## config.mk

```make
export PLATFORM = sky130hd
export DESIGN_NAME = loas_latm_header_parser_unit
export DESIGN_NICKNAME = d
export VERILOG_FILES = /design/src/sv/llhp_pkg.sv /design/src/sv/loas_latm_header_parser_unit.sv
export SDC_FILE = /design/constraint.sdc
export NUM_CORES = 1
export LEC_CHECK = 0
export BUFFER_PORTS_ARGS = -buffer_cell sky130_fd_sc_hd__buf_2
export CAP_MARGIN = 5
export CORE_MARGIN = 2
export CORE_UTILIZATION = 45
export DETAILED_ROUTE_END_ITERATION = 8
export GPL_TIMING_DRIVEN = 1
export HOLD_SLACK_MARGIN = 0.02
export PLACE_DENSITY = 0.69
export SYNTH_ARGS = -nofsm -noshare
export SYNTH_HDL_FRONTEND = slang
export SYNTH_SLANG_ARGS = --single-unit
```

## constraint.sdc

```tcl
create_clock -name clock -period 15.3 [get_ports clock]
set_input_delay 0.765 -clock clock [delete_from_list [all_inputs] [get_ports clock]]
set_output_delay 0.765 -clock clock [all_outputs]
set_load 0.05 [all_outputs]
```

## src/sv/llhp_pkg.sv

```systemverilog
// ----------------------------------------------------------------------------
// LOAS/LATM header parser package
// Parse phases, rate table and shared types.
// ----------------------------------------------------------------------------
package llhp_pkg;

   typedef enum logic [5:0] {
      P_IDLE, P_SYNC, P_LEN, P_SAME_MUX, P_VER, P_VER_A, P_TARA_N, P_TARA_B,
      P_FRAMING, P_SUBFR, P_NPROG, P_NLAYER, P_ASCLEN_N, P_ASCLEN_B,
      P_AOT, P_AOT_EXT, P_SFI, P_RATE, P_CHAN, P_XSFI, P_XRATE, P_AOT2,
      P_AOT2_EXT, P_GA_FLEN, P_GA_DEP, P_GA_DELAY, P_GA_EXT, P_GA_LAYNR,
      P_GA_E22, P_GA_E3, P_GA_E1,
      P_FILL, P_FLT, P_FULL, P_FLEN9, P_CELP, P_HVXC, P_OD_FLAG, P_OD_N,
      P_OD_B, P_OD_ESC, P_OD_BYTE, P_CRC_FLAG, P_CRC, P_PL_CHUNK, P_PL_STREAM,
      P_PL_BYTE, P_PL_CODED, P_PL_AUEND, P_DONE
   } phase_type;

   localparam logic [2:0] ST_OK       = 3'd0;
   localparam logic [2:0] ST_BAD_SYNC = 3'd1;
   localparam logic [2:0] ST_VER_A    = 3'd2;
   localparam logic [2:0] ST_PROGS    = 3'd3;
   localparam logic [2:0] ST_LAYERS   = 3'd4;

   localparam logic [10:0] SYNC_WORD = 11'h2b7;
   localparam logic [12:0] SLOT_MAX  = 13'd8191;

   function automatic logic [23:0] rate_lookup(input logic [3:0] idx);
      logic [23:0] r;
      begin
         case (idx)
            4'd0:  r = 24'd96000;
            4'd1:  r = 24'd88200;
            4'd2:  r = 24'd64000;
            4'd3:  r = 24'd48000;
            4'd4:  r = 24'd44100;
            4'd5:  r = 24'd32000;
            4'd6:  r = 24'd24000;
            4'd7:  r = 24'd22050;
            4'd8:  r = 24'd16000;
            4'd9:  r = 24'd12000;
            4'd10: r = 24'd11025;
            4'd11: r = 24'd8000;
            4'd12: r = 24'd7350;
            default: r = 24'd0;
         endcase
         return r;
      end
   endfunction

   function automatic logic is_ga(input logic [6:0] t);
      return (t >= 7'd1 && t <= 7'd4) || t == 7'd6 || t == 7'd7 || t == 7'd17 ||
             (t >= 7'd19 && t <= 7'd23);
   endfunction

endpackage

```

## src/sv/loas_latm_header_parser_unit.sv

```systemverilog
// ----------------------------------------------------------------------------
// LOAS/LATM header parser unit
// Bit-serial AudioSyncStream / StreamMuxConfig parser, one result per frame.
// ----------------------------------------------------------------------------
// Each byte is loaded into the field shifter and then shifted one bit per
// cycle; the result appears the cycle after the bit that completes the
// header. A new byte is taken only once the single-bit field shifter is
// done with the last one and no stalled result is pending. Reset clears the
// sequencer, saved config and last_parse_ok; the parser waits for frame_start.
module loas_latm_header_parser_unit (
   input  logic        clock,
   input  logic        reset,
   input  logic        req_valid,
   output logic        req_stall,
   input  logic [7:0]  req_data_byte,
   input  logic        req_frame_start,
   output logic        rsp_valid,
   input  logic        rsp_stall,
   output logic [2:0]  rsp_status,
   output logic [12:0] rsp_mux_length,
   output logic        rsp_config_reused,
   output logic [6:0]  rsp_object_type,
   output logic [23:0] rsp_sample_rate,
   output logic [3:0]  rsp_channel_config,
   output logic [2:0]  rsp_frame_length_kind,
   output logic [7:0]  rsp_buffer_fullness,
   output logic [5:0]  rsp_subframe_count,
   output logic [12:0] rsp_slot_length,
   output logic [31:0] rsp_other_data_length,
   output logic [31:0] rsp_audio_config_word
);

   llhp_pkg::phase_type phase_ff, phase_in;
   logic        busy_ff, busy_in;
   logic [7:0]  shift_ff, shift_in;
   logic [2:0]  bcnt_ff, bcnt_in;
   logic [31:0] acc_ff, acc_in;
   logic [5:0]  left_ff, left_in;
   logic [31:0] fill_ff, fill_in;
   logic        lastok_ff, lastok_in;
   logic [63:0] sv0_ff, sv0_in, sv1_ff, sv1_in;
   logic        samefr_ff, samefr_in;
   logic        cver_ff, cver_in, cfr_ff, cfr_in, creu_ff, creu_in;
   logic        cgaext_ff, cgaext_in, esc_ff, esc_in, cap_ff, cap_in;
   logic [12:0] clen_ff, clen_in, cslot_ff, cslot_in;
   logic [5:0]  csub_ff, csub_in;
   logic [6:0]  caot_ff, caot_in;
   logic [23:0] crate_ff, crate_in;
   logic [3:0]  cchan_ff, cchan_in;
   logic [2:0]  cflt_ff, cflt_in;
   logic [7:0]  cfull_ff, cfull_in;
   logic [31:0] codl_ff, codl_in, aword_ff, aword_in, abits_ff, abits_in;
   logic [31:0] alen_ff, alen_in;
   logic [5:0]  awbits_ff, awbits_in;
   logic [2:0]  bleft_ff, bleft_in;
   logic        ov_ff, ov_in;
   logic [2:0]  ost_ff, ost_in;
   logic [12:0] olen_ff, olen_in, oslot_ff, oslot_in;
   logic        oreu_ff, oreu_in;
   logic [63:0] ow0_ff, ow0_in, ow1_ff, ow1_in;

   logic        b;
   logic [31:0] v;
   logic [13:0] slot_sum;
   logic [31:0] word;

   assign req_stall = busy_ff || (ov_ff && rsp_stall);
   assign rsp_valid = ov_ff;
   assign rsp_status = ost_ff;
   assign rsp_mux_length = olen_ff;
   assign rsp_config_reused = oreu_ff;
   assign rsp_object_type = ow0_ff[6:0];
   assign rsp_channel_config = ow0_ff[10:7];
   assign rsp_frame_length_kind = ow0_ff[13:11];
   assign rsp_buffer_fullness = ow0_ff[21:14];
   assign rsp_subframe_count = ow0_ff[27:22];
   assign rsp_sample_rate = ow0_ff[51:28];
   assign rsp_slot_length = oslot_ff;
   assign rsp_other_data_length = ow1_ff[31:0];
   assign rsp_audio_config_word = ow1_ff[63:32];

   always_comb begin
      phase_in = phase_ff; busy_in = busy_ff; shift_in = shift_ff; bcnt_in = bcnt_ff;
      acc_in = acc_ff; left_in = left_ff; fill_in = fill_ff; lastok_in = lastok_ff;
      sv0_in = sv0_ff; sv1_in = sv1_ff; samefr_in = samefr_ff;
      cver_in = cver_ff; cfr_in = cfr_ff; creu_in = creu_ff; cgaext_in = cgaext_ff;
      esc_in = esc_ff; cap_in = cap_ff; clen_in = clen_ff; cslot_in = cslot_ff;
      csub_in = csub_ff; caot_in = caot_ff; crate_in = crate_ff; cchan_in = cchan_ff;
      cflt_in = cflt_ff; cfull_in = cfull_ff; codl_in = codl_ff; aword_in = aword_ff;
      abits_in = abits_ff; alen_in = alen_ff; awbits_in = awbits_ff; bleft_in = bleft_ff;
      ov_in = ov_ff && rsp_stall; ost_in = ost_ff; olen_in = olen_ff; oslot_in = oslot_ff;
      oreu_in = oreu_ff; ow0_in = ow0_ff; ow1_in = ow1_ff;
      b = shift_ff[7];
      v = {acc_ff[30:0], b};
      slot_sum = {1'b0, cslot_ff} + {6'd0, v[7:0]};
      word = 32'd0;

      if (req_valid && !req_stall) begin
         if (req_frame_start) begin
            cver_in = 1'b0; cfr_in = 1'b0; clen_in = '0; csub_in = '0; caot_in = '0;
            crate_in = '0; cchan_in = '0; cflt_in = '0; cfull_in = '0; codl_in = '0;
            cslot_in = '0; creu_in = 1'b0; cgaext_in = 1'b0; esc_in = 1'b0;
            bleft_in = '0; aword_in = '0; awbits_in = '0; abits_in = '0; alen_in = '0;
            cap_in = 1'b0; fill_in = '0;
            phase_in = llhp_pkg::P_SYNC; acc_in = '0; left_in = 6'd11;
         end
         shift_in = req_data_byte;
         bcnt_in = '0;
         busy_in = !(phase_in == llhp_pkg::P_IDLE || phase_in == llhp_pkg::P_DONE);
      end else if (busy_ff) begin
         shift_in = {shift_ff[6:0], 1'b0};
         bcnt_in = bcnt_ff + 3'd1;
         if (cap_ff && awbits_ff < 6'd32) begin
            aword_in = {aword_ff[30:0], b};
            awbits_in = awbits_ff + 6'd1;
         end
         if (phase_ff >= llhp_pkg::P_AOT && phase_ff <= llhp_pkg::P_GA_E1)
            abits_in = abits_ff + 32'd1;
         if (phase_ff == llhp_pkg::P_FILL) begin
            fill_in = fill_ff - 32'd1;
            if (fill_ff == 32'd1) begin
               phase_in = llhp_pkg::P_FLT; acc_in = '0; left_in = 6'd3;
            end
         end else begin
            acc_in = v;
            left_in = (left_ff > 6'd0) ? left_ff - 6'd1 : 6'd0;
            if (left_in == 6'd0) begin
               handle_field();
            end
         end
         if (bcnt_ff == 3'd7 || phase_in == llhp_pkg::P_IDLE ||
             phase_in == llhp_pkg::P_DONE)
            busy_in = 1'b0;
      end
   end

   function automatic void want(input llhp_pkg::phase_type p, input logic [5:0] n);
      phase_in = p; acc_in = '0; left_in = n;
   endfunction

   function automatic void emit(input logic [2:0] st);
      ov_in = 1'b1; ost_in = st; olen_in = clen_in;
      oreu_in = 1'b0; oslot_in = '0; ow0_in = '0; ow1_in = '0;
      if (st == llhp_pkg::ST_OK) begin
         oreu_in = creu_in; oslot_in = cslot_in; ow0_in = sv0_in; ow1_in = sv1_in;
      end
      phase_in = llhp_pkg::P_DONE;
   endfunction

   function automatic void fail(input logic [2:0] st);
      lastok_in = 1'b0;
      emit(st);
   endfunction

   function automatic void pl_stream();
      logic [2:0] f;
      f = sv0_in[13:11];
      if (f == 3'd0) begin
         cslot_in = '0; want(llhp_pkg::P_PL_BYTE, 6'd8);
      end else if (f == 3'd3 || f == 3'd5 || f == 3'd7) begin
         want(llhp_pkg::P_PL_CODED, 6'd2);
      end else begin
         emit(llhp_pkg::ST_OK);
      end
   endfunction

   function automatic void start_payload();
      if (!samefr_in) want(llhp_pkg::P_PL_CHUNK, 6'd4);
      else pl_stream();
   endfunction

   function automatic void commit();
      logic [31:0] w;
      w = '0;
      if (awbits_in >= 6'd32) w = aword_in;
      else if (awbits_in > 6'd0) w = aword_in << (6'd32 - awbits_in);
      sv0_in = {12'd0, crate_in, csub_in, cfull_in, cflt_in, cchan_in, caot_in};
      sv1_in = {w, codl_in};
      samefr_in = cfr_in;
      lastok_in = 1'b1;
      cap_in = 1'b0;
      start_payload();
   endfunction

   function automatic void start_asc();
      cap_in = 1'b1; aword_in = '0; awbits_in = '0; abits_in = '0;
      want(llhp_pkg::P_AOT, 6'd5);
   endfunction

   function automatic void asc_done();
      if (cver_in && alen_in > abits_in) begin
         fill_in = alen_in - abits_in; phase_in = llhp_pkg::P_FILL;
      end else begin
         want(llhp_pkg::P_FLT, 6'd3);
      end
   endfunction

   function automatic void after_aot2();
      if (llhp_pkg::is_ga(caot_in)) want(llhp_pkg::P_GA_FLEN, 6'd1);
      else asc_done();
   endfunction

   function automatic void ga_e3();
      if (caot_in == 7'd17 || caot_in == 7'd19 || caot_in == 7'd20 || caot_in == 7'd23)
         want(llhp_pkg::P_GA_E3, 6'd3);
      else
         want(llhp_pkg::P_GA_E1, 6'd1);
   endfunction

   function automatic void ga_ext_part();
      if (!cgaext_in) asc_done();
      else if (caot_in == 7'd22) want(llhp_pkg::P_GA_E22, 6'd16);
      else ga_e3();
   endfunction

   function automatic void handle_field();
      case (phase_ff)
         llhp_pkg::P_SYNC: begin
            if (v[10:0] != llhp_pkg::SYNC_WORD || v[31:11] != '0) emit(llhp_pkg::ST_BAD_SYNC);
            else want(llhp_pkg::P_LEN, 6'd13);
         end
         llhp_pkg::P_LEN: begin
            clen_in = v[12:0]; want(llhp_pkg::P_SAME_MUX, 6'd1);
         end
         llhp_pkg::P_SAME_MUX: begin
            if (v[0] && lastok_ff) begin
               creu_in = 1'b1; start_payload();
            end else want(llhp_pkg::P_VER, 6'd1);
         end
         llhp_pkg::P_VER: begin
            cver_in = v[0];
            want(v[0] ? llhp_pkg::P_VER_A : llhp_pkg::P_FRAMING, 6'd1);
         end
         llhp_pkg::P_VER_A: begin
            if (v[0]) fail(llhp_pkg::ST_VER_A);
            else want(llhp_pkg::P_TARA_N, 6'd2);
         end
         llhp_pkg::P_TARA_N: begin
            bleft_in = {1'b0, v[1:0]} + 3'd1; want(llhp_pkg::P_TARA_B, 6'd8);
         end
         llhp_pkg::P_TARA_B: begin
            bleft_in = bleft_ff - 3'd1;
            if (bleft_in != 3'd0) want(llhp_pkg::P_TARA_B, 6'd8);
            else want(llhp_pkg::P_FRAMING, 6'd1);
         end
         llhp_pkg::P_FRAMING: begin
            cfr_in = v[0]; want(llhp_pkg::P_SUBFR, 6'd6);
         end
         llhp_pkg::P_SUBFR: begin
            csub_in = v[5:0]; want(llhp_pkg::P_NPROG, 6'd4);
         end
         llhp_pkg::P_NPROG: begin
            if (v[3:0] != 4'd0) fail(llhp_pkg::ST_PROGS);
            else want(llhp_pkg::P_NLAYER, 6'd3);
         end
         llhp_pkg::P_NLAYER: begin
            if (v[2:0] != 3'd0) fail(llhp_pkg::ST_LAYERS);
            else if (cver_ff) want(llhp_pkg::P_ASCLEN_N, 6'd2);
            else start_asc();
         end
         llhp_pkg::P_ASCLEN_N: begin
            bleft_in = {1'b0, v[1:0]} + 3'd1; alen_in = '0;
            want(llhp_pkg::P_ASCLEN_B, 6'd8);
         end
         llhp_pkg::P_ASCLEN_B: begin
            alen_in = {alen_ff[23:0], v[7:0]};
            bleft_in = bleft_ff - 3'd1;
            if (bleft_in != 3'd0) want(llhp_pkg::P_ASCLEN_B, 6'd8);
            else start_asc();
         end
         llhp_pkg::P_AOT: begin
            if (v[4:0] == 5'd31) want(llhp_pkg::P_AOT_EXT, 6'd6);
            else begin
               caot_in = {2'd0, v[4:0]}; want(llhp_pkg::P_SFI, 6'd4);
            end
         end
         llhp_pkg::P_AOT_EXT: begin
            caot_in = 7'd32 + {1'b0, v[5:0]}; want(llhp_pkg::P_SFI, 6'd4);
         end
         llhp_pkg::P_SFI: begin
            crate_in = llhp_pkg::rate_lookup(v[3:0]);
            if (v[3:0] == 4'd15) want(llhp_pkg::P_RATE, 6'd24);
            else want(llhp_pkg::P_CHAN, 6'd4);
         end
         llhp_pkg::P_RATE: begin
            crate_in = v[23:0]; want(llhp_pkg::P_CHAN, 6'd4);
         end
         llhp_pkg::P_CHAN: begin
            cchan_in = v[3:0];
            if (caot_ff == 7'd5) want(llhp_pkg::P_XSFI, 6'd4);
            else after_aot2();
         end
         llhp_pkg::P_XSFI: begin
            if (v[3:0] == 4'd15) want(llhp_pkg::P_XRATE, 6'd24);
            else want(llhp_pkg::P_AOT2, 6'd5);
         end
         llhp_pkg::P_XRATE: begin
            crate_in = v[23:0]; want(llhp_pkg::P_AOT2, 6'd5);
         end
         llhp_pkg::P_AOT2: begin
            if (v[4:0] == 5'd31) want(llhp_pkg::P_AOT2_EXT, 6'd6);
            else begin
               caot_in = {2'd0, v[4:0]}; after_aot2();
            end
         end
         llhp_pkg::P_AOT2_EXT: begin
            caot_in = 7'd32 + {1'b0, v[5:0]}; after_aot2();
         end
         llhp_pkg::P_GA_FLEN: want(llhp_pkg::P_GA_DEP, 6'd1);
         llhp_pkg::P_GA_DEP: begin
            if (v[0]) want(llhp_pkg::P_GA_DELAY, 6'd14);
            else want(llhp_pkg::P_GA_EXT, 6'd1);
         end
         llhp_pkg::P_GA_DELAY: want(llhp_pkg::P_GA_EXT, 6'd1);
         llhp_pkg::P_GA_EXT: begin
            cgaext_in = v[0];
            if (caot_ff == 7'd6 || caot_ff == 7'd20) want(llhp_pkg::P_GA_LAYNR, 6'd3);
            else ga_ext_part();
         end
         llhp_pkg::P_GA_LAYNR: ga_ext_part();
         llhp_pkg::P_GA_E22: ga_e3();
         llhp_pkg::P_GA_E3: want(llhp_pkg::P_GA_E1, 6'd1);
         llhp_pkg::P_GA_E1: asc_done();
         llhp_pkg::P_FLT: begin
            cflt_in = v[2:0];
            if (v[2:0] == 3'd0) want(llhp_pkg::P_FULL, 6'd8);
            else if (v[2:0] == 3'd1) want(llhp_pkg::P_FLEN9, 6'd9);
            else if (v[2:0] >= 3'd3 && v[2:0] <= 3'd5) want(llhp_pkg::P_CELP, 6'd6);
            else if (v[2:0] >= 3'd6) want(llhp_pkg::P_HVXC, 6'd1);
            else want(llhp_pkg::P_OD_FLAG, 6'd1);
         end
         llhp_pkg::P_FULL: begin
            cfull_in = v[7:0]; want(llhp_pkg::P_OD_FLAG, 6'd1);
         end
         llhp_pkg::P_FLEN9, llhp_pkg::P_CELP, llhp_pkg::P_HVXC:
            want(llhp_pkg::P_OD_FLAG, 6'd1);
         llhp_pkg::P_OD_FLAG: begin
            codl_in = '0;
            if (!v[0]) want(llhp_pkg::P_CRC_FLAG, 6'd1);
            else if (cver_ff) want(llhp_pkg::P_OD_N, 6'd2);
            else want(llhp_pkg::P_OD_ESC, 6'd1);
         end
         llhp_pkg::P_OD_N: begin
            bleft_in = {1'b0, v[1:0]} + 3'd1; want(llhp_pkg::P_OD_B, 6'd8);
         end
         llhp_pkg::P_OD_B: begin
            codl_in = {codl_ff[23:0], v[7:0]};
            bleft_in = bleft_ff - 3'd1;
            if (bleft_in != 3'd0) want(llhp_pkg::P_OD_B, 6'd8);
            else want(llhp_pkg::P_CRC_FLAG, 6'd1);
         end
         llhp_pkg::P_OD_ESC: begin
            esc_in = v[0]; want(llhp_pkg::P_OD_BYTE, 6'd8);
         end
         llhp_pkg::P_OD_BYTE: begin
            codl_in = {codl_ff[23:0], v[7:0]};
            if (esc_ff) want(llhp_pkg::P_OD_ESC, 6'd1);
            else want(llhp_pkg::P_CRC_FLAG, 6'd1);
         end
         llhp_pkg::P_CRC_FLAG: begin
            if (v[0]) want(llhp_pkg::P_CRC, 6'd8);
            else commit();
         end
         llhp_pkg::P_CRC: commit();
         llhp_pkg::P_PL_CHUNK: want(llhp_pkg::P_PL_STREAM, 6'd4);
         llhp_pkg::P_PL_STREAM: pl_stream();
         llhp_pkg::P_PL_BYTE: begin
            cslot_in = slot_sum[13] ? llhp_pkg::SLOT_MAX : slot_sum[12:0];
            if (v[7:0] == 8'd255) want(llhp_pkg::P_PL_BYTE, 6'd8);
            else if (!samefr_ff) want(llhp_pkg::P_PL_AUEND, 6'd1);
            else emit(llhp_pkg::ST_OK);
         end
         llhp_pkg::P_PL_CODED, llhp_pkg::P_PL_AUEND: emit(llhp_pkg::ST_OK);
         default: phase_in = llhp_pkg::P_DONE;
      endcase
   endfunction

   always_ff @(posedge clock) begin
      if (reset) begin
         phase_ff <= llhp_pkg::P_IDLE;
         busy_ff <= 1'b0;
         ov_ff <= 1'b0;
         lastok_ff <= 1'b0;
         samefr_ff <= 1'b0;
         sv0_ff <= '0;
         sv1_ff <= '0;
         fill_ff <= '0;
         cap_ff <= 1'b0;
      end else begin
         phase_ff <= phase_in;
         busy_ff <= busy_in;
         ov_ff <= ov_in;
         lastok_ff <= lastok_in;
         samefr_ff <= samefr_in;
         sv0_ff <= sv0_in;
         sv1_ff <= sv1_in;
         fill_ff <= fill_in;
         cap_ff <= cap_in;
      end
      shift_ff <= shift_in; bcnt_ff <= bcnt_in; acc_ff <= acc_in; left_ff <= left_in;
      cver_ff <= cver_in; cfr_ff <= cfr_in; creu_ff <= creu_in; cgaext_ff <= cgaext_in;
      esc_ff <= esc_in; clen_ff <= clen_in; cslot_ff <= cslot_in; csub_ff <= csub_in;
      caot_ff <= caot_in; crate_ff <= crate_in; cchan_ff <= cchan_in; cflt_ff <= cflt_in;
      cfull_ff <= cfull_in; codl_ff <= codl_in; aword_ff <= aword_in;
      abits_ff <= abits_in; alen_ff <= alen_in; awbits_ff <= awbits_in;
      bleft_ff <= bleft_in; ost_ff <= ost_in; olen_ff <= olen_in; oslot_ff <= oslot_in;
      oreu_ff <= oreu_in; ow0_ff <= ow0_in; ow1_ff <= ow1_in;
   end

endmodule
```

Word level (Yosys, flattened, before mapping):

Memories as Yosys holds them, arrays and structs flattened.
Index checks and enable logic that the tools add are counted.

* register bits: 597
* latch bits: 0
* bits in writable memories: 0
* bits in read-only memories: 272
* bits of input ports: 13
* memories kept: 1

* add/subtract/negate cells: 11
* multiply operators: 0
* divide/modulo/power cells: 0
* $lt $le $gt $ge: 22
* equal/unequal tests: 108
* shift-type cells: 1
* muxes and demuxes: 405
* bitwise gates (word level): 2
* reductions and logical operators: 112

Memories
* (name not given): words 16, bits a word 17, rd ports 1, clocked after memory_dff 0, write ports 0, RTL line llhp_pkg.sv:30 `case (idx)`

Operators with widths (count)
* two-way mux 64 bit: 26
* two-way mux 32 bit: 44
* one-hot mux 64 bit (10 select lines): 2
* two-way mux 31 bit: 32
* two-way mux 13 bit: 45
* one-hot mux 31 bit (16 select lines): 1
* two-way mux 6 bit: 69
* one-hot mux 13 bit (10 select lines): 2
* one-hot mux 32 bit (2 select lines): 4
* one-hot mux 64 bit (2 select lines): 2
* one-hot mux 6 bit (42 select lines): 1
* one-hot mux 32 bit (6 select lines): 1
* one-hot mux 6 bit (29 select lines): 1
* two-way mux 24 bit: 5
* equality test 6 bit (second input constant): 19
* equality test 6 x 5 -> 1 bit (second input constant): 16
* two-way mux 3 bit: 29
* two-way mux 1 bit: 77
* one-hot mux 13 bit (5 select lines): 1
* AND reduction 5 bit: 13
* two-way mux 4 bit: 16
* two-way mux 8 bit: 8
* two-way mux 5 bit: 12
* equality test 6 x 4 -> 1 bit (second input constant): 8
* other kinds (85): 227

Logic depth before layout (Yosys ltp):

* depth after elaboration: 21
* mapped depth: 23
* gate-level depth less buffers: 20

Least setup slack after synthesis:

OpenSTA, ideal clock, no wires.

* kind: register to register
* start: reg left_ff[0]
* end: reg ow0_ff[0], enable pin
* arrival time: 5561 ps
* path slack: 9216 ps
* cell stages (with the launch flop): 10
* buffers on the path: 1
* cell sequence: edfxtp_1 inv_1 ha_1 nand2b_1 nor4_1 o32a_1 buf_2 nand3_1 nor3_1 and3_1

* cells in the longest elaborated chain, start to end: 4
* elaborated cells between the ends (all ways): 5
* classes of those cells: 1 x add/sub; 1 x order compare; 1 x mux; 2 x reduce/logical

Ends and longest elaborated chain
* start: declaration: RTL line loas_latm_header_parser_unit.sv:38 `logic [5:0] left_ff, left_in;`
* start signal: assignment: RTL line loas_latm_header_parser_unit.sv:400 `shift_ff <= shift_in; bcnt_ff <= bcnt_in; acc_ff <= acc_in; left_ff <= left_in;`
* subtractor 6 x 1 -> 6 bit / > comparator 6 x 1 -> 1 bit (equally long branches): RTL line loas_latm_header_parser_unit.sv:126 `left_in = (left_ff > 6'd0) ? left_ff - 6'd1 : 6'd0;`
* two-way mux 6 bit (*): RTL line loas_latm_header_parser_unit.sv:126
* logical NOT 6 bit (*): RTL line loas_latm_header_parser_unit.sv:127 `if (left_in == 6'd0) begin`
* AND reduction 14 bit (no source line) (*)
* end signal: assignment: RTL line loas_latm_header_parser_unit.sv:407 `oreu_ff <= oreu_in; ow0_ff <= ow0_in; ow1_ff <= ow1_in;`
* end: declaration: RTL line loas_latm_header_parser_unit.sv:60 `logic [63:0] ow0_ff, ow0_in, ow1_ff, ow1_in;`

Mark *: on every way between the ends. The rest lies on a longest branch, timed or not.
A chain may end at the register's enable or synchronous reset.

Worst setup path in the final report:

* start: reg phase_ff[3]
* end: reg fill_ff[19]

* cells in the longest elaborated chain, start to end: 15
* elaborated cells between the ends (all ways): 41
* classes of those cells: 1 x add/sub; 3 x order compare; 15 x eq/ne; 17 x mux; 5 x reduce/logical

Ends and longest elaborated chain
* start: declaration: RTL line loas_latm_header_parser_unit.sv:33 `llhp_pkg::phase_type phase_ff, phase_in;`
* start signal: assignment: RTL line loas_latm_header_parser_unit.sv:380 `phase_ff <= llhp_pkg::P_IDLE;`
* start signal: assignment: RTL line loas_latm_header_parser_unit.sv:390 `phase_ff <= phase_in;`
* >= comparator 6 x 4 -> 1 bit / <= comparator 6 x 5 -> 1 bit (equally long branches): RTL line loas_latm_header_parser_unit.sv:117 `if (phase_ff >= llhp_pkg::P_AOT && phase_ff <= llhp_pkg::P_GA_E1)`
* logical AND 1 bit: RTL line loas_latm_header_parser_unit.sv:117
* two-way mux 32 bit: RTL line loas_latm_header_parser_unit.sv:117
* two-way mux 32 bit: RTL line loas_latm_header_parser_unit.sv:110 `end else if (busy_ff) begin`
* two-way mux 32 bit: RTL line loas_latm_header_parser_unit.sv:98 `if (req_valid && !req_stall) begin`
* > comparator 32 bit: RTL line loas_latm_header_parser_unit.sv:191 `if (cver_in && alen_in > abits_in) begin`
* logical AND 1 bit: RTL line loas_latm_header_parser_unit.sv:191
* two-way mux 32 bit: RTL line loas_latm_header_parser_unit.sv:191
* two-way mux 32 bit, on equally long branches: RTL line loas_latm_header_parser_unit.sv:211, loas_latm_header_parser_unit.sv:199
* two-way mux 32 bit, on equally long branches: RTL line loas_latm_header_parser_unit.sv:317, loas_latm_header_parser_unit.sv:290, loas_latm_header_parser_unit.sv:301
* one-hot mux 32 bit (6 select lines): RTL line loas_latm_header_parser_unit.sv:217 `case (phase_ff)`
* two-way mux 32 bit: RTL line loas_latm_header_parser_unit.sv:127
* two-way mux 32 bit: RTL line loas_latm_header_parser_unit.sv:119 `if (phase_ff == llhp_pkg::P_FILL) begin`
* two-way mux 32 bit: RTL line loas_latm_header_parser_unit.sv:110
* two-way mux 32 bit: RTL line loas_latm_header_parser_unit.sv:98
* end signal: assignment: RTL line loas_latm_header_parser_unit.sv:397 `fill_ff <= fill_in;`
* end: declaration: RTL line loas_latm_header_parser_unit.sv:39 `logic [31:0] fill_ff, fill_in;`

Several ways; a longest one is shown, not always the timed one. The select of a mux whose other input is x is not followed.

==> impl_metrics.csv <==
group,metric,value,unit
yosys,yosys-mux-area-fraction,4.16,%
routing,drt_wl_total,91200,microns
yosys,synth-seq-area-share,50.8,%
yosys,ys_async_sr_fraction,0,%
global_routing,track_usage,25.4,%
yosys,ys_types,81,
yosys,syn-num-nets,3274,
clocking,clock_path_buffers,3,
final_layout,syn_to_final_growth,11.8,%
min_path,holdCritPathClass,"in2reg",
critical_path,rrSetupSlack,8110,ps
pwr,ir_drop,94.8,uV
clocking,post_cts_buffers,0,
routing,dr.pass1.iters,8,
floorplanning,coreArea,67400,sq um
pwr,leakage,11.9,nW
floorplanning,start_util,45.5,%
routing,wl_per_cell,21.8,microns
sta,clock_skew,47.2,ps
yosys,yosys.area_share.simple,19.1,%
pwr,p_int,2.99,mW
final_layout,fin_nets,3331,
clocking,tritoncts,"done",
critical_path,crit_type,"reg2reg",
sta,setup_viol,0,
yosys,synth-xor-area-share,2.27,%
routing,viasPerCell,6.03,
pwr,power.net_switching,1.46,mW
sta,min_period,7190,ps
critical_path,worstPathRequired,15840,ps
yosys,yosysWarnings,0,
critical_path,timing.critical_path.from,"phase_ff[3]$_SDFFE_PP0P_",
routing,ant_nets,0,
pwr,power_density,130,nW/um^2
clocking,ctsResizeCount,0,
pwr,seq_power_share,42.4,%
yosys,syn_area,30700,sq um
sta,rsz0062_at_grt,"false",
yosys,synth_fa_ha_area_share,2.47,%
final_layout,antenna_cells,0,
critical_path,critPathCaptureType,"register",
placed_design,hpwl,62500,microns
critical_path,r2r-start,"phase_ff[3]$_SDFFE_PP0P_",
sta,tightest_slew,1240,ps
placed_design,io_buffers,160,
sta,final_max_slew_viol_count,0,
global_routing,grt_max_degree,93,
final_layout,drive_above_1_share,11.6,%
sta,finalHoldViolCount,0,
global_routing,grt_pass1_wl,141000,microns
critical_path,endpoint,"fill_ff[19]$_SDFFE_PP0P_",
final_layout,final_common_cell,"nand2_1",
critical_path,r2r_cells,21,
clocking,cts_buffers,60,
final_layout,fillers,6105,
yosys,syn_inst,3204,
yosys,synth_ff_type,"edfxtp_1",
routing,drc,0,
routing,vias,25300,
floorplanning,die_h,265,microns
pwr,clkPwrFrac,33.0,%
clocking,clock_latency,670,ps
sta,maxSlewHeadroom,16.9,%
global_routing,grt_overflow,0,
floorplanning,io_pins,161,
floorplanning,rows,95,
status,status,"finished clean",
clocking,cts.clk_slew.worst_paths,60,ps
clocking,cts_hold_buf,0,
yosys,avgSynthCellArea,9.58,sq um
global_routing,grt_pass1_vias,23600,
yosys,synth_edf_count,411,
placed_design,dp.cells,4072,
sta,clock.fmax,139,MHz
pwr,power.share.switching,32.8,%
critical_path,cp_max_fo,40,
critical_path,r2r-end,"fill_ff[19]$_SDFFE_PP0P_",
placed_design,routabilityCongestion,0.988,
final_layout,final_cells,4186,
yosys,synth_compound_area_share,17.7,%
clocking,htree_num_levels,2,
pwr,comb_power_share,24.7,%
floorplanning,die_area,70300,sq um
critical_path,worstPathArrival,7720,ps
clocking,cts-root-buf,"clkbuf_16",
critical_path,crit_path_start_kind,"register",
sta,fin_setup_tns,0,ps
floorplanning,die_w,265,microns
clocking,cts.sinks,573,
flow_run,drv_cap,0,
global_routing,antenna_found_initial,0,
final_layout,layout_common_cells,"456 x nand2_1, 411 x edfxtp_1, 310 x nor2_1, 254 x a21oi_1, 189 x o21ai_0",
yosys,synth_top_family_by_area,"simple AND/OR/NAND/NOR gates",
routing,drt-initial-drc-count,2994,
yosys,synth_seq_cells,573,
sta,fin_crit_sh,47.0,%
==> power by group through the flow <==
| stage | clock network (mW) | registers [mW] | logic (mW) |
|---|---|---|---|
| 4_1_cts | 1.49 | 1.88 | 1.08 |
| 3_5_place_dp | 0 | 1.91 | 1.07 |
| 6_report | 1.47 | 1.88 | 1.10 |
| 5_1_grt | 1.55 | 1.89 | 1.20 |
| 3_3_place_gp | 0 | 1.91 | 1.07 |
| 2_1_floorplan | 0 | 1.88 | 0.780 |
==> cell usage after synthesis, drive strengths merged, types with 14 or more instances <==
| cell | instances | area, sq um |
|---|---|---|
| nand2 | 457 | 1720 |
| nor2 | 312 | 1170 |
| dfxtp | 162 | 3240 |
| ha | 55 | 688 |
| nand4 | 21 | 131 |
| nor2b | 23 | 144 |
| nand3 | 71 | 355 |
| a31oi | 29 | 181 |
| o22a | 14 | 123 |
| xnor2 | 39 | 342 |
| xor2 | 38 | 333 |
| nand2b | 36 | 225 |
| o211ai | 21 | 158 |
| clkbuf | 183 | 687 |
| mux2 | 23 | 259 |
| a211oi | 58 | 435 |
| buf | 37 | 151 |
| o21bai | 14 | 105 |
| nor4 | 23 | 144 |
| nor3 | 90 | 450 |
| and2 | 95 | 594 |
| a22o | 99 | 867 |
| inv | 64 | 240 |
| a21boi | 20 | 150 |
| a21oi | 256 | 1290 |
| a21o | 19 | 143 |
| o21ai | 193 | 966 |
| and3 | 43 | 269 |
| mux2i | 77 | 771 |
| edfxtp | 411 | 12300 |
| or3 | 21 | 136 |
==> worst max-delay path, cell delays in order (launching register included) <==
cell,delay (ps)
dfxtp_1,300
buf_4,370
a31oi_1,150
a211oi_1,640
and4_1,370
nand4_1,230
nor3_1,430
and4_1,310
and2_1,270
nand4_1,150
xor2_1,180
ha_1,420
nand4_1,190
or4_1,560
nor2_1,250
nand3_1,140
o21ai_0,390
a21oi_4,150
a21oi_1,690
or3_1,600
a221oi_1,110
a21o_1,180
==> how the worst min path moves through the flow <==
stage | start | to | depth (start not counted)
after floorplan | clen_ff[0]$_SDFFCE_PP0P_ | rsp_mux_length[0]$_DFFE_PP_ | 0
after global placement | clen_ff[8]$_SDFFCE_PP0P_ | rsp_mux_length[8]$_DFFE_PP_ | 0
after detailed placement | clen_ff[11]$_SDFFCE_PP0P_ | rsp_mux_length[11]$_DFFE_PP_ | 0
after CTS | req_data_byte[5] | shift_ff[5]$_DFFE_PP_ | 3
after global routing | req_data_byte[3] | shift_ff[3]$_DFFE_PP_ | 3
final | req_data_byte[6] | shift_ff[6]$_DFFE_PP_ | 3
==> state kept, by name, indices dropped and copies added (netlist names), 13 cells and up <==
name             flops
ow1_ff              64
sv1_ff              64
ow0_ff              52
sv0_ff              52
abits_ff            32
alen_ff             32
aword_ff            32
codl_ff             32
fill_ff             32
acc_ff              31
crate_ff            24
clen_ff             13
cslot_ff            13
rsp_mux_length      13
rsp_slot_length     13
==> layout make-up <==
class / instances / area (sq um) / area share, %
clock buffers: 73 / 1600 / 4.67
clock inverters: 41 / 383 / 1.12
inverters: 65 / 244 / 0.711
multi-input cells: 2346 / 14200 / 41.3
flip-flops and latches: 573 / 15600 / 45.4
well taps: 873 / 1090 / 3.18
repair buffers: 215 / 1220 / 3.55
==> metal layers <==
layer  up-vias  GRT usage, %  share of wire (%)  routed length (microns)
met5         -             0                  0                        0
met4         0          6.99                2.8                     2540
met3       173          4.68                8.3                     7580
met2      1095          38.0                 44                    40000
met1     12100          37.7                 45                    41100
li1      11900             -                  -                        -
==> per-stage QoR <==
step                area [sq um]  total power, mW  util (%)  worst slack (ps)  hold slack, ps
floorplan                  30700             2.66         -              9220             400
global placement           32300             2.98      47.9              8360             404
detailed placement         32300             2.98      47.9              8190             405
CTS                        34300             4.45      50.9              8180             346
global route               34300             4.64      50.9              7610             382
finish                     34300             4.44      50.9              8110             369
==> cell families (layout without fill, tap and decap cells) <==
logic type / after synthesis / after routing
xor+xnor: 78 / 78
buf+inv: 285 / 394
mux: 111 / 111
flops: 573 / 573
simple gates: 1257 / 1257
compound gates: 840 / 840
fa+ha+maj: 60 / 60
Note: power is estimated with default switching activity, not from simulation.
